`config.mk`:
```
export PLATFORM = sky130hd
export DESIGN_NAME = id3_text_frame_extractor_top_flat
export DESIGN_NICKNAME = d
export VERILOG_FILES = /design/src/rtl/id3tfe_pkg.sv /design/src/rtl/id3tfe_byte_if.sv /design/src/rtl/id3tfe_frame_if.sv /design/src/rtl/id3tfe_front.sv /design/src/rtl/id3tfe_queue.sv /design/src/rtl/id3tfe_back.sv /design/src/rtl/id3_text_frame_extractor_top.sv /design/src/flat_wrapper.sv
export SDC_FILE = /design/constraint.sdc
export NUM_CORES = 1
export LEC_CHECK = 0
export BUFFER_PORTS_ARGS = -buffer_cell sky130_fd_sc_hd__buf_4
export CORE_MARGIN = 3
export CORE_UTILIZATION = 38
export CTS_BUF_LIST = sky130_fd_sc_hd__clkbuf_4 sky130_fd_sc_hd__clkbuf_8
export DETAILED_ROUTE_END_ITERATION = 6
export GPL_ROUTABILITY_DRIVEN = 1
export PLACE_DENSITY = 0.6
export SLEW_MARGIN = 20
export SYNTH_ARGS = -nofsm -noshare
export SYNTH_HDL_FRONTEND = slang
export SYNTH_SLANG_ARGS = --single-unit
```
`constraint.sdc`:
```
create_clock -name clk -period 2.7 [get_ports clk]
set_clock_uncertainty 0.05 [all_clocks]
set_input_delay 0.27 -clock clk [delete_from_list [all_inputs] [get_ports clk]]
set_output_delay 0.27 -clock clk [all_outputs]
set_load 0.05 [all_outputs]
```
`src/rtl/id3tfe_pkg.sv`:
```
// ----------------------------------------------------------------------------
// id3tfe_pkg
// Shared types and constants of the ID3 text frame extractor.
// ----------------------------------------------------------------------------
package id3tfe_pkg;

	localparam int unsigned QueueDepthDefault = 4;
	localparam int unsigned NumIds = 6;

	typedef logic [2:0] kind_t;

	localparam kind_t KindYear = 3'd3;

	// Frame identifiers, indexed by frame kind
	localparam logic [31:0] FrameIds [NumIds] = '{
		32'h54495432, // TIT2
		32'h54504531, // TPE1
		32'h54414C42, // TALB
		32'h54594552, // TYER
		32'h434F4D4D, // COMM
		32'h54434F4E  // TCON
	};

	localparam logic [7:0] PrintLo = 8'h20;
	localparam logic [7:0] PrintHi = 8'h7E;

	typedef struct packed {
		kind_t      kind;
		logic [7:0] data;
		logic       last;
	} entry_t;

	typedef struct packed {
		logic   valid;
		entry_t entry;
	} push_t;

	typedef struct packed {
		logic full;
		logic empty;
	} qstat_t;

endpackage

```
`src/rtl/id3tfe_byte_if.sv`:
```
// ----------------------------------------------------------------------------
// id3tfe_byte_if
// Request channel carrying one raw file byte.
// ----------------------------------------------------------------------------
interface id3tfe_byte_if;
	logic       valid;
	logic       ready;
	logic [7:0] data_byte;

	modport source (output valid, output data_byte, input ready);
	modport sink (input valid, input data_byte, output ready);
endinterface

```
`src/rtl/id3tfe_frame_if.sv`:
```
// ----------------------------------------------------------------------------
// id3tfe_frame_if
// Request channel carrying one extracted frame payload byte.
// ----------------------------------------------------------------------------
interface id3tfe_frame_if;
	logic       valid;
	logic       ready;
	logic [2:0] tag_kind;
	logic [7:0] payload_byte;
	logic       printable;
	logic       frame_last;

	modport source (output valid, output tag_kind, output payload_byte,
		output printable, output frame_last, input ready);
	modport sink (input valid, input tag_kind, input payload_byte,
		input printable, input frame_last, output ready);
endinterface

```
`src/rtl/id3tfe_front.sv`:
```
// ----------------------------------------------------------------------------
// id3tfe_front
// Byte parser: header skip, identifier search, size and flag fields, and
// tagging of payload bytes pushed into the queue.
// ----------------------------------------------------------------------------
module id3tfe_front import id3tfe_pkg::*; (
	input  logic              clk,
	input  logic              arst_n,
	id3tfe_byte_if.sink       file_data,
	input  qstat_t            q_stat,
	output push_t             push
);

	typedef enum logic [2:0] {
		PhHeader,
		PhSearch,
		PhSize,
		PhFlags,
		PhPayload,
		PhDone
	} phase_t;

	phase_t      phase_q;
	logic [23:0] recent_q;
	logic [1:0]  hdr_cnt_q;
	logic [1:0]  cnt_q;
	logic [31:0] remain_q;
	kind_t       kind_q;

	logic        accept;
	logic [7:0]  b;
	logic [31:0] word;
	logic        hit;
	kind_t       hit_kind;

	assign file_data.ready = !q_stat.full;
	assign accept = file_data.valid && file_data.ready;
	assign b = file_data.data_byte;
	assign word = {recent_q, b};

	always_comb begin
		hit = 1'b0;
		hit_kind = '0;
		for (int unsigned k = 0; k < NumIds; k++) begin
			if (!hit && word == FrameIds[k]) begin
				hit = 1'b1;
				hit_kind = kind_t'(k);
			end
		end
	end

	assign push.valid = accept && (phase_q == PhPayload);
	assign push.entry.kind = kind_q;
	assign push.entry.data = b;
	assign push.entry.last = (remain_q == 32'd1);

	always_ff @(posedge clk or negedge arst_n) begin
		if (!arst_n) begin
			phase_q <= PhHeader;
			recent_q <= '0;
			hdr_cnt_q <= '0;
			cnt_q <= '0;
			remain_q <= '0;
			kind_q <= '0;
		end else if (accept) begin
			unique case (phase_q)
				PhHeader: begin
					if (hdr_cnt_q == 2'd2) begin
						hdr_cnt_q <= '0;
						phase_q <= PhSearch;
					end else begin
						hdr_cnt_q <= hdr_cnt_q + 2'd1;
					end
				end
				PhSearch: begin
					if (hit) begin
						// clear the window so no frame byte joins a later match
						kind_q <= hit_kind;
						recent_q <= '0;
						cnt_q <= '0;
						remain_q <= '0;
						phase_q <= PhSize;
					end else begin
						recent_q <= word[23:0];
					end
				end
				PhSize: begin
					remain_q <= {remain_q[23:0], b};
					if (cnt_q == 2'd3) begin
						cnt_q <= '0;
						phase_q <= PhFlags;
					end else begin
						cnt_q <= cnt_q + 2'd1;
					end
				end
				PhFlags: begin
					if (cnt_q == 2'd0) begin
						cnt_q <= 2'd1;
					end else begin
						cnt_q <= '0;
						if (remain_q == '0) begin
							recent_q <= '0;
							phase_q <= (kind_q == KindYear) ? PhDone : PhSearch;
						end else begin
							phase_q <= PhPayload;
						end
					end
				end
				PhPayload: begin
					remain_q <= remain_q - 32'd1;
					if (remain_q == 32'd1) begin
						recent_q <= '0;
						phase_q <= (kind_q == KindYear) ? PhDone : PhSearch;
					end
				end
				PhDone: begin
					// drop everything until reset
				end
				default: begin
				end
			endcase
		end
	end

endmodule

```
`src/rtl/id3tfe_queue.sv`:
```
// ----------------------------------------------------------------------------
// id3tfe_queue
// Short FIFO of tagged payload bytes between the parser and the output stage.
// ----------------------------------------------------------------------------
module id3tfe_queue import id3tfe_pkg::*; #(
	parameter int unsigned Depth = QueueDepthDefault
) (
	input  logic   clk,
	input  logic   arst_n,
	input  push_t  push,
	input  logic   pop,
	output qstat_t stat,
	output entry_t head
);

	localparam int unsigned PtrW = (Depth > 1) ? $clog2(Depth) : 1;
	localparam int unsigned CntW = $clog2(Depth + 1);
	localparam logic [PtrW-1:0] LastPtr = PtrW'(Depth - 1);

	entry_t          mem_q [Depth];
	logic [PtrW-1:0] wr_ptr_q;
	logic [PtrW-1:0] rd_ptr_q;
	logic [CntW-1:0] count_q;

	logic do_push;
	logic do_pop;

	assign stat.full = (count_q == CntW'(Depth));
	assign stat.empty = (count_q == '0);
	assign do_push = push.valid && !stat.full;
	assign do_pop = pop && !stat.empty;
	assign head = mem_q[rd_ptr_q];

	always_ff @(posedge clk) begin
		if (do_push) begin
			mem_q[wr_ptr_q] <= push.entry;
		end
	end

	always_ff @(posedge clk or negedge arst_n) begin
		if (!arst_n) begin
			wr_ptr_q <= '0;
			rd_ptr_q <= '0;
			count_q <= '0;
		end else begin
			if (do_push) begin
				wr_ptr_q <= (wr_ptr_q == LastPtr) ? '0 : wr_ptr_q + 1'b1;
			end
			if (do_pop) begin
				rd_ptr_q <= (rd_ptr_q == LastPtr) ? '0 : rd_ptr_q + 1'b1;
			end
			case ({do_push, do_pop})
				2'b10:   count_q <= count_q + 1'b1;
				2'b01:   count_q <= count_q - 1'b1;
				default: count_q <= count_q;
			endcase
		end
	end

endmodule

```
`src/rtl/id3tfe_back.sv`:
```
// ----------------------------------------------------------------------------
// id3tfe_back
// Output stage: takes queued payload bytes, marks printable ones, and holds
// each request until the consumer takes it.
// ----------------------------------------------------------------------------
module id3tfe_back import id3tfe_pkg::*; (
	input  logic              clk,
	input  logic              arst_n,
	input  qstat_t            q_stat,
	input  entry_t            head,
	output logic              pop,
	id3tfe_frame_if.source    tag_data
);

	logic       valid_q;
	kind_t      kind_q;
	logic [7:0] byte_q;
	logic       print_q;
	logic       last_q;

	// advance when the register is empty or its request is being taken
	assign pop = !q_stat.empty && (!valid_q || tag_data.ready);

	always_ff @(posedge clk or negedge arst_n) begin
		if (!arst_n) begin
			valid_q <= 1'b0;
		end else if (!valid_q || tag_data.ready) begin
			valid_q <= !q_stat.empty;
		end
	end

	always_ff @(posedge clk) begin
		if (pop) begin
			kind_q <= head.kind;
			byte_q <= head.data;
			print_q <= (head.data >= PrintLo) && (head.data <= PrintHi);
			last_q <= head.last;
		end
	end

	assign tag_data.valid = valid_q;
	assign tag_data.tag_kind = kind_q;
	assign tag_data.payload_byte = byte_q;
	assign tag_data.printable = print_q;
	assign tag_data.frame_last = last_q;

endmodule

```
`src/rtl/id3_text_frame_extractor_top.sv`:
```
// ----------------------------------------------------------------------------
// id3_text_frame_extractor_top
// ID3 text frame extractor: parses a raw tag byte stream and emits the
// payload bytes of the title, artist, album, year, comment and genre frames.
// ----------------------------------------------------------------------------
// Throughput: one byte per cycle while the queue is not full.
// An accepted payload byte is written into the queue and then loaded into
// the output register, which offers it on tag_data.
// The parser stalls only when the queue is full (QueueDepth entries).
// Reset (arst_n low) returns the parser to header skip, empties the queue and
// drops any pending output request.
// ----------------------------------------------------------------------------
module id3_text_frame_extractor_top import id3tfe_pkg::*; #(
	parameter int unsigned QueueDepth = QueueDepthDefault
) (
	input  logic              clk,
	input  logic              arst_n,
	id3tfe_byte_if.sink       file_data,
	id3tfe_frame_if.source    tag_data
);

	push_t  q_push;
	qstat_t q_stat;
	entry_t q_head;
	logic   q_pop;

	id3tfe_front u_front (
		.clk       (clk),
		.arst_n    (arst_n),
		.file_data (file_data),
		.q_stat    (q_stat),
		.push      (q_push)
	);

	id3tfe_queue #(
		.Depth (QueueDepth)
	) u_queue (
		.clk    (clk),
		.arst_n (arst_n),
		.push   (q_push),
		.pop    (q_pop),
		.stat   (q_stat),
		.head   (q_head)
	);

	id3tfe_back u_back (
		.clk      (clk),
		.arst_n   (arst_n),
		.q_stat   (q_stat),
		.head     (q_head),
		.pop      (q_pop),
		.tag_data (tag_data)
	);

	a_push_on_accept: assert property (@(posedge clk) disable iff (!arst_n)
		q_push.valid |-> (file_data.valid && file_data.ready))
		else $error("queue write without an accepted byte");

	a_push_not_full: assert property (@(posedge clk) disable iff (!arst_n)
		q_push.valid |-> !q_stat.full)
		else $error("queue write while full");

	a_pop_not_empty: assert property (@(posedge clk) disable iff (!arst_n)
		q_pop |-> !q_stat.empty)
		else $error("queue read while empty");

	a_no_overwrite: assert property (@(posedge clk) disable iff (!arst_n)
		(tag_data.valid && !tag_data.ready) |-> !q_pop)
		else $error("pending output overwritten");

endmodule

```
`src/flat_wrapper.sv`:
```
// flat-port wrapper written by rule: the top's interface ports become plain ports
module id3_text_frame_extractor_top_flat import id3tfe_pkg::*;
#(
	parameter int unsigned QueueDepth = QueueDepthDefault
)
  (clk, arst_n, file_data_valid, file_data_data_byte, file_data_ready, tag_data_valid, tag_data_tag_kind, tag_data_payload_byte, tag_data_printable, tag_data_frame_last, tag_data_ready);
  id3tfe_byte_if file_data_i ();
  id3tfe_frame_if tag_data_i ();
  input  logic clk;
  input  logic arst_n;
  input wire logic [$bits(file_data_i.valid)-1:0] file_data_valid;
  input wire logic [$bits(file_data_i.data_byte)-1:0] file_data_data_byte;
  output wire logic [$bits(file_data_i.ready)-1:0] file_data_ready;
  output wire logic [$bits(tag_data_i.valid)-1:0] tag_data_valid;
  output wire logic [$bits(tag_data_i.tag_kind)-1:0] tag_data_tag_kind;
  output wire logic [$bits(tag_data_i.payload_byte)-1:0] tag_data_payload_byte;
  output wire logic [$bits(tag_data_i.printable)-1:0] tag_data_printable;
  output wire logic [$bits(tag_data_i.frame_last)-1:0] tag_data_frame_last;
  input wire logic [$bits(tag_data_i.ready)-1:0] tag_data_ready;
  assign file_data_i.valid = file_data_valid;
  assign file_data_i.data_byte = file_data_data_byte;
  assign file_data_ready = file_data_i.ready;
  assign tag_data_valid = tag_data_i.valid;
  assign tag_data_tag_kind = tag_data_i.tag_kind;
  assign tag_data_payload_byte = tag_data_i.payload_byte;
  assign tag_data_printable = tag_data_i.printable;
  assign tag_data_frame_last = tag_data_i.frame_last;
  assign tag_data_i.ready = tag_data_ready;
  id3_text_frame_extractor_top #(.QueueDepth(QueueDepth)) u_core (.clk(clk), .arst_n(arst_n), .file_data(file_data_i), .tag_data(tag_data_i));
endmodule
```
== Word-level counts from Yosys, hierarchy flattened ==
Memory sizes are Yosys's and may differ from the RTL's.
Index checks and enable logic that the tools add are counted.

* Flip-flop bits (word level): 87
* Memory bits (writable): 48
* Bits of input ports: 12
* Memories: 1

* Add/subtract/negate cells: 7
* Magnitude comparators: 2
* Equal/unequal tests: 25
* Mux-type cells: 36
* Reductions and logical operators: 35

{| class="wikitable"
|+ Memories
! name !! depth !! bits a word !! read ports !! clocked after memory_dff !! wr ports !! RTL line !! source
|-
| u_core.u_queue.mem_q || 4 || 12 || 1 || 0 || 1 || id3tfe_queue.sv:20 || <nowiki>entry_t mem_q [Depth];</nowiki>
|}

{| class="wikitable"
|+ Operator list
! operator !! count
|-
| equality test 32 x 31 -> 1 bit, second input constant || 6
|-
| two-way mux 24 bit || 4
|-
| one-hot mux 32 bit (3 select lines) || 1
|-
| one-hot mux 24 bit (3 select lines) || 1
|-
| two-way mux 3 bit || 11
|-
| equality test 32 x 1 -> 1 bit, second input constant || 1
|-
| logical NOT 32 bit || 1
|-
| two-way mux 32 bit || 1
|-
| subtractor 32 x 1 -> 32 bit, second input constant || 1
|-
| one-hot mux 3 bit (5 select lines) || 1
|-
| != test 2 bit, second input constant || 6
|-
| logical AND 1 bit || 11
|-
| equality test 2 bit, second input constant || 5
|-
| two-way mux 1 bit || 10
|-
| two-way mux 2 bit || 5
|-
| equality test 3 x 2 -> 1 bit, second input constant || 3
|-
| AND reduction 3 bit || 3
|-
| nonzero test 3 bit || 3
|-
| adder 2 x 1 -> 2 bit, second input constant || 4
|-
| greater-or-equal comparator 8 x 6 -> 1 bit, second input constant || 1
|-
| <= comparator 8 x 7 -> 1 bit, second input constant || 1
|-
| logical NOT 1 bit || 8
|-
| AND reduction 7 bit || 1
|-
| equality test 3 bit, second input constant || 2
|-
| 13 further kinds || 14
|}

== Longest topological paths before layout ==
Gate-level depths: netlist of run 1.

* Depth in word-level cells: 19
* Gate-level depth with buffers: 11

== Cells and area by module ==
From an unflattened synthesis of run 1, not the netlist that was laid out.

* Cells, all modules: 614
* Area, all modules: 6825.3 um2

{| class="wikitable"
|+ By module, submodules not included
! module !! times used !! cells an instance !! area each (um2) !! sequential area each (um2)
|-
| id3tfe_front || 1 || 488 || 4170.2 || 1651.6
|-
| id3tfe_queue || 1 || 105 || 2189.6 || 1616.6
|-
| id3tfe_back || 1 || 21 || 465.4 || 415.4
|}

== Least setup slack after synthesis of run 1 ==
Ideal clock, no wire load.

* Path kind: register -> register
* Start: reg u_core.u_back.valid_q, in the netlist u_core.u_back.tag_data.valid
* End: reg u_core.u_queue.count_q[2]
* Library setup time: 79 ps
* Arrival time: 2588 ps
* Data required time: 2571 ps
* Setup slack: -17 ps
* Stages on the path, launching flop included: 8
* Buffers on the path: 0
* Path through: dfrtp_1 > a21oi_1 > ha_1 > inv_1 > fa_1 > xor2_1 > nor2_1 > xor2_1

* Cells in the longest elaborated chain, start to end: 6
* Elaborated cells between the ends (all ways): 8
* Those cells by class: eq/ne (2); mux (1); reduce/logical (5)

{| class="wikitable"
|+ RTL lines
! element !! RTL line !! source
|-
| start, declared || id3tfe_back.sv:15 || <nowiki>logic valid_q;</nowiki>
|-
| start signal, assigned || id3tfe_back.sv:28 || <nowiki>valid_q <= !q_stat.empty;</nowiki>
|-
| logical NOT 1 bit * || id3tfe_back.sv:22 || <nowiki>assign pop = !q_stat.empty && (!valid_q || tag_data.ready);</nowiki>
|-
| logical OR 1 bit * || id3tfe_back.sv:22 ||
|-
| logical AND 1 bit * || id3tfe_back.sv:22 ||
|-
| named net u_core.q_pop || id3_text_frame_extractor_top.sv:25 || <nowiki>logic q_pop;</nowiki>
|-
| logical AND 1 bit * || id3tfe_queue.sv:31 || <nowiki>assign do_pop = pop && !stat.empty;</nowiki>
|-
| equality test 2 x 1 -> 1 bit or equality test 2 bit (tied branches) || id3tfe_queue.sv:52 || <nowiki>case ({do_push, do_pop})</nowiki>
|-
| one-hot mux 3 bit (2 select lines) or nonzero test 2 bit (tied branches) || n/a ||
|-
| end signal, assigned || id3tfe_queue.sv:53 || <nowiki>2'b10: count_q <= count_q + 1'b1;</nowiki>
|-
| end signal, assigned || id3tfe_queue.sv:54 || <nowiki>2'b01: count_q <= count_q - 1'b1;</nowiki>
|-
| end signal, assigned || id3tfe_queue.sv:55 || <nowiki>default: count_q <= count_q;</nowiki>
|-
| end, declared || id3tfe_queue.sv:23 || <nowiki>logic [CntW-1:0] count_q;</nowiki>
|}

The timed path passes the listed nets; every way through them passes the cells marked *.
A chain may end at the register's enable or synchronous reset.

== Final worst setup path of run 1 ==
* Start: reg u_core.u_front.remain_q[17]
* End: reg u_core.u_front.recent_q[9]

* Cells in the longest elaborated chain, start to end: 3
* Elaborated cells between the ends (all ways): 5
* Those cells by class: eq/ne (3); reduce/logical (2)

{| class="wikitable"
|+ RTL lines
! element !! RTL line !! source
|-
| start, declared || id3tfe_front.sv:27 || <nowiki>logic [31:0] remain_q;</nowiki>
|-
| start signal, assigned || id3tfe_front.sv:88 || <nowiki>remain_q <= {remain_q[23:0], b};</nowiki>
|-
| start signal, assigned || id3tfe_front.sv:110 || <nowiki>remain_q <= remain_q - 32'd1;</nowiki>
|-
| equality test 32 x 1 -> 1 bit or logical NOT 32 bit (tied branches) || id3tfe_front.sv:111, id3tfe_front.sv:101 ||
|-
| != test 2 bit (no line) || n/a ||
|-
| AND reduction 5 bit (no line) * || n/a ||
|-
| end signal, assigned || id3tfe_front.sv:84 || <nowiki>recent_q <= word[23:0];</nowiki>
|-
| end, declared || id3tfe_front.sv:24 || <nowiki>logic [23:0] recent_q;</nowiki>
|}

Mark *: on every way between the ends. The rest lies on a longest branch, timed or not.

==> flow_summary.yaml, run 1 <==
setup_path:
  crit_buf_inv: 1
  critPathKind: "register to register"
  critical_path.most_common_cell: "nand2_1"
  ff2ff_path_depth: 8
  startpoint_type: "register"
  critPathMaxStageDelay_ps: 460
  worst_ep_required_time_ps: 3010
  rr_startpoint: "u_core.u_front.remain_q[17]"
  cp_max_fo: 48
  r2r-end: "u_core.u_front.recent_q[9]"
  worst_path_dominant_cell_family: "simple AND/OR/NAND/NOR gates"
  path_cells: "or3_4 > or4_4 > nor4_4 > nand2_1 > nand2_1 > a32oi_2 > buf_12 > o21ai_0"
  end_kind: "register"
  r2r_slack_ps: 170
  cp-startpoint: "u_core.u_front.remain_q[17]"
  cp.depth: 8
  cpMaxStageDelayCell: "or4_4"
  cp.arrival_ps: 2840
power:
  finalPower_mw: 5.98
  vdd_drop_max_v: 0.000571
  power_density_nw_per_um2: 786
  p_leak_nw: 2.92
grt:
  grt_max_degree: 75
  grt_pass1_vias: 4817
  grt_usage: 0.172
  antenna_found_initial: 0
  grt_pass1_wl_mm: 25.2
  grt-ovfl-total: 0
synth:
  syn-num-nets: 637
  syn_area_sq_um: 6590
  synth_ff_type: "dfrtp_1"
  synth_area_leaders: "dfrtp_1, edfxtp_1, o21ai_0, mux4_2, nand2_1"
  yosysWarnings: 0
  synth-seq-cells: 135
  synth-async-reset-ratio: 0.548
  synth_cells: 613
  seq_area_frac_synth: 0.559
  syn_area_per_cell_sq_um: 10.7
  synth.distinct_cells: 56
  synth_top_cell_area_share: 0.281
  ys_top_cells_by_count: "dfrtp_1, o21ai_0, nand2_1"
  synth_area_leader_cell: "dfrtp_1"
  synth_edf_count: 61
  synth_most_common_cell: "dfrtp_1"
min_path:
  min_from: "file_data_data_byte[5]"
  worstHoldEndpoint: "u_core.u_queue.mem_q[3][6]"
  whs_path_depth: 1
  min_path_type: "input port to register"
detailed_routing:
  postRouteAntennaNets: 0
  routed_wl_mm: 15.3
  post-route-drc-count: 0
  num_vias: 4995
  vias_per_cell: 5.64
  drt_iter0_markers: 537
  drt_first_pass_iters: 6
  wire_per_inst_um: 17.3
cells_and_area:
  drive_gt1_frac: 0.177
  nFillCells: 1580
  register_area_sq_um: 3680
  area_growth_pct: 15.4
  final_nets: 677
  fin_util: 0.454
  n_antenna_cell: 0
  multi_input_area_sq_um: 2720
  stdcell_area_sq_um: 7600
placed_design:
  dpl_worst_slack_ps: 65.7
  dp_hpwl_mm: 10.3
  placed_area_sq_um: 7130
  gp_congestion: 0.902
  port_buffers: 26
status:
  status: "finished clean"
timing:
  tightest_slew_ps: 620
  setup_tns_ps: 0
  timing.final.crit_period_ps: 2530
  slew_violations: 0
  max_freq_ghz: 0.395
  relSlewSlack: 0.587
  setup_viol: 0
  timing.final.crit_share: 0.939
  hold_viol: 0
  setup_slack_ps: 165
floorplan:
  coreArea_sq_um: 16800
  die_w_um: 138
  fp.dieH_um: 138
  io_pins: 27
  dieArea_sq_um: 19000
  rows: 47
  start_util: 0.393
clocking:
  clock_sinks: 135
  clkSlewWorstSetupHoldPaths_ps: 80
  cts_tree: "built"
  cts-root-buf: "clkbuf_8"
  clkLatencyLatePin_ps: 450
  htreeDepth: 4
  post_cts_buffers: 0
  cts_buffer_depth: 2
  cts_buffers: 17
job:
  maxCapViolCount: 0
[logic make-up (layout without fill, tap and decap cells)]
kind of cell | Yosys count | in the layout | share of synthesized area
AOI/OAI and AO/OA | 174 | 174 | 0.152
muxes | 17 | 17 | 0.0496
and+or+nand+nor | 219 | 219 | 0.177
xor gates and xnor gates | 3 | 3 | 0.00399
buffers and inverters | 53 | 106 | 0.0342
adders and majority gates | 12 | 12 | 0.0239
DFF | 135 | 135 | 0.559
[power breakdown]
group | internal, mW | leakage [nW] | switching, mW
clock | 0.915 | 0.201 | 0.780
sequential | 2.48 | 1.51 | 0.351
combinational | 0.609 | 1.21 | 0.838
[stage by stage]
| step | hold slack [ps] | instances |
|---|---|---|
| 2_1_floorplan | -75.6 | 613 |
| 6_report | 73.2 | 886 |
| 3_3_place_gp | 409 | 851 |
| 4_1_cts | 41.5 | 885 |
| 5_1_grt | 36.3 | 886 |
| 3_5_place_dp | 434 | 851 |
[state kept, by name (all words and copies together), names as in the netlist]
name	count
u_core.u_queue.count_q	3
u_core.u_queue.wr_ptr_q	2
u_core.u_back.tag_data.valid	1
u_core.u_front.remain_q	32
u_core.u_front.cnt_q	2
u_core.u_front.hdr_cnt_q	2
u_core.u_front.recent_q	24
u_core.u_back.tag_data.frame_last	1
u_core.u_queue.rd_ptr_q	2
u_core.u_queue.mem_q	48
u_core.u_back.tag_data.printable	1
u_core.u_back.tag_data.payload_byte	8
u_core.u_back.tag_data.tag_kind	3
u_core.u_front.kind_q	3
u_core.u_front.phase_q	3
[layer usage]
metal,global-route usage,up-vias,routed length (um),share of wire
li1,-,2360,-,-
met1,0.231,2439,6950,0.45
met2,0.277,175,7250,0.47
met3,0.0457,21,914,0.060
met4,0.0471,0,210,0.014
met5,0,-,0,0
[what timing repair did]
| action | in CTS | in global routing |
|---|---|---|
| hold buffers | 2 | 0 |
| resized for setup | 0 | 6 |
| setup endpoints to repair | 0 | 45 |
| hold endpoints to repair | 75 | 0 |
[worst register-to-register path: stages (launching register included)]
cell and delay [ps]:
dfrtp_1 430, or3_4 360, or4_4 460, nor4_4 340, nand2_1 120, nand2_1 110
a32oi_2 130, buf_12 210, o21ai_0 220
[cells in the final DEF, fill, tap and decap left out, types with 3 or more instances in the layout]
cell type,Yosys,routed
buf_4,2,48
a32oi_1,16,15
nor3_1,16,16
nor2_1,48,47
and2_1,5,5
a21oi_1,35,34
clkbuf_8,0,17
nor4_1,15,15
nand2_1,71,71
edfxtp_1,61,61
dfrtp_1,74,74
nor2b_1,7,6
o211ai_1,3,3
a31oi_1,4,4
nand3_1,8,8
mux2_2,5,5
mux4_2,12,12
nor4b_1,5,4
bufinv_16,0,3
and3_1,5,4
o21ai_1,21,21
nand3b_1,5,5
buf_12,0,3
o21ai_0,73,73
nand2b_1,3,3
o22ai_1,3,3
inv_1,21,21
ha_1,11,11
a22oi_1,10,10
nor4bb_1,5,3
nand4_1,9,9
clkinv_1,0,4
[worst max-delay path by stage]
| stage | end |
|---|---|
| 2_1_floorplan | u_core.u_queue.count_q[2] |
| 3_3_place_gp | u_core.u_front.remain_q[12] |
| 3_5_place_dp | u_core.u_front.remain_q[27] |
| 4_1_cts | u_core.u_front.remain_q[27] |
| 5_1_grt | u_core.u_front.remain_q[21] |
| 6_report | u_core.u_front.recent_q[9] |
[area by class of cell]
cell class / count / share of cell area
Clock buffer: 18 / 0.0318
Clock inverter: 14 / 0.0207
Inverter: 21 / 0.0104
Multi-Input combinational cell: 425 / 0.358
Sequential cell: 135 / 0.485
Tap cell: 220 / 0.0362
Timing Repair Buffer: 53 / 0.0579
Note: power is estimated with default switching activity, not from simulation.
==> run 2, diff against run 1 <==
--- a/config.mk
+++ b/config.mk
@@ -7,11 +7,11 @@
 export LEC_CHECK = 0
 export BUFFER_PORTS_ARGS = -buffer_cell sky130_fd_sc_hd__buf_4
 export CORE_MARGIN = 3
-export CORE_UTILIZATION = 38
+export CORE_UTILIZATION = 64
 export CTS_BUF_LIST = sky130_fd_sc_hd__clkbuf_4 sky130_fd_sc_hd__clkbuf_8
 export DETAILED_ROUTE_END_ITERATION = 6
 export GPL_ROUTABILITY_DRIVEN = 1
-export PLACE_DENSITY = 0.6
+export PLACE_DENSITY = 0.89
 export SLEW_MARGIN = 20
 export SYNTH_ARGS = -nofsm -noshare
 export SYNTH_HDL_FRONTEND = slang
==> run 2 against run 1 <==
Effect of this change:
- design area shrank 3.1%
- power down 3.8%
- sequential share of layout area is 1.6 points higher
- worst hold slack got worse by 19 ps
- count of clock-buffer cells in the layout increased by 1
- combinational power up 3%
- utilization grew 29 points
- register-to-register slack worse by 97 ps
- clock power down 16%
- cell count fell by 11%
- die area down 39%
- critical path type unchanged
- largest power group unchanged
- highest routed layer unchanged
==> flow_summary.yaml, run 2 (same netlist as run 1, synthesis figures left out) <==
grt:
  antenna_found_initial: 0
  grt-ovfl-total: 0
  grt_pass1_wl_mm: 25.7
  grt_max_degree: 75
  grt_usage: 0.292
  grt_pass1_vias: 5151
power:
  power_density_nw_per_um2: 781
  p_leak_nw: 2.85
  vdd_drop_max_v: 0.000566
placed_design:
  port_buffers: 26
  dp_cells: 758
  gp_congestion: 0.947
  dp_hpwl_mm: 10.4
floorplan:
  io_pins: 27
  coreArea_sq_um: 9910
  rows: 36
  start_util: 0.665
  die_w_um: 107
  dieArea_sq_um: 11500
  fp.dieH_um: 107
timing:
  max_freq_ghz: 0.380
  timing.final.crit_share: 0.975
  relSlewSlack: 0.350
  rsz0062_at_grt: "no"
  slew_violations: 0
  timing.final.crit_period_ps: 2630
  setup_tns_ps: 0
  tightest_slew_ps: 975
  hold_viol: 0
  setup_viol: 0
setup_path:
  startpoint_type: "register"
  cp_max_fo: 6
  cp.arrival_ps: 2900
  critPathKind: "register to register"
  crit_buf_inv: 0
  path_cells: "or3_4 > or4_4 > or3_4 > nor2_1 > a21oi_1 > o21ai_0 > o21ai_0"
  end_kind: "register"
  cpMaxStageDelayCell: "or4_4"
  worst_path_dominant_cell_family: "simple AND/OR/NAND/NOR gates"
  critPathMaxStageDelay_ps: 470
  worst_ep_required_time_ps: 2970
clocking:
  cts_buffer_depth: 2
  cts_tree: "built"
  htreeDepth: 4
  clkSlewWorstSetupHoldPaths_ps: 70
  cts_buffers: 17
  clkLatencyLatePin_ps: 450
  clock_sinks: 135
  cts-root-buf: "clkbuf_8"
cells_and_area:
  largest_registers: "u_core.u_queue.mem_q: 48 flops, u_core.u_front.remain_q: 32 flops, u_core.u_front.recent_q: 24 flops"
  final_nets: 670
  largest_register_ffs: 48
  area_growth_pct: 11.8
  largest_register: "u_core.u_queue.mem_q"
  instances_no_fill: 792
  drive_gt1_frac: 0.175
  nFillCells: 668
  final_common_cell: "dfrtp_1"
  n_antenna_cell: 0
  layout_common_cells: "dfrtp_1, o21ai_0, nand2_1, edfxtp_1, nor2_1"
detailed_routing:
  vias_per_cell: 6.51
  post-route-drc-count: 0
  drt_first_pass_iters: 5
  postRouteAntennaNets: 0
  num_vias: 5156
  wire_per_inst_um: 19.7
  drt_iter0_markers: 483
  routed_wl_mm: 15.6
min_path:
  min_path_type: "input port to register"
status:
  status: "finished clean"
job:
  maxCapViolCount: 0
==> run 2: cell type report <==
type                    instances  area [sq um]  area share
well taps                     133           166      0.0226
inverters                      21          78.8      0.0107
repair buffers                 46           375      0.0510
flip-flops and latches        135          3680       0.500
clock buffers                  19           249      0.0338
multi-input cells             425          2730       0.370
clock inverters                13          83.8      0.0114
==> run 2: worst paths after layout <==
path / start / end / slack (ps) / depth (start not counted)
worst min-delay path: file_data_data_byte[7] / u_core.u_queue.mem_q[0][8] / 50 / 1
worst min register to register: u_core.u_front.recent_q[22] / u_core.u_front.recent_q[22] / 450 / 2
min in group asynchronous: arst_n / u_core.u_front.recent_q[9] / 450 / 2
worst max register to register: u_core.u_front.remain_q[16] / u_core.u_front.remain_q[28] / 70 / 7
max in group asynchronous: arst_n / u_core.u_queue.rd_ptr_q[0] / 1500 / 2
worst max-delay path: u_core.u_front.remain_q[16] / u_core.u_front.remain_q[28] / 70 / 7
==> run 2: what timing repair did <==
action	in CTS	in global routing
resized for setup	0	7
hold buffers	2	0
hold endpoints to repair	75	0
setup endpoints to repair	0	45
setup buffers	0	0
==> run 2: worst register-to-register path, delay by kind of cell, from the launching register on <==
| family | cells | cell delay [ps] |
|---|---|---|
| AO/OA/AOI/OAI | 3 | 440 |
| AND/OR/NAND/NOR | 4 | 1570 |
| flip-flops | 1 | 430 |
==> run 2: metrics by stage <==
| step | area [sq um] | total power, mW | hold slack (ps) | worst slack [ps] | utilization |
|---|---|---|---|---|---|
| floorplan | 6590 | 3.86 | -75.6 | 237 | - |
| global placement | 6980 | 4.23 | 410 | 231 | 0.704 |
| detailed placement | 6980 | 4.33 | 418 | 140 | 0.704 |
| CTS | 7330 | 5.76 | 18.3 | 71.8 | 0.740 |
| global route | 7360 | 6.03 | 24.8 | 0.796 | 0.743 |
| finish | 7360 | 5.75 | 54.7 | 68.2 | 0.743 |
==> run 2: routing by layer <==
| layer | wire (um) | GRT usage | share of wire | vias to the layer above |
|---|---|---|---|---|
| met5 | 0 | 0 | 0 | - |
| met4 | 588 | 0.141 | 0.038 | 0 |
| met3 | 1110 | 0.0594 | 0.071 | 66 |
| met2 | 7930 | 0.493 | 0.51 | 264 |
| met1 | 6010 | 0.361 | 0.38 | 2478 |
| li1 | - | - | - | 2348 |
==> run 2: report_power, final <==
| group | internal [mW] | switching (mW) |
|---|---|---|
| Clock | 0.643 | 0.781 |
| Sequential | 2.48 | 0.350 |
| Combinational | 0.605 | 0.889 |
| Total | 3.73 | 2.02 |
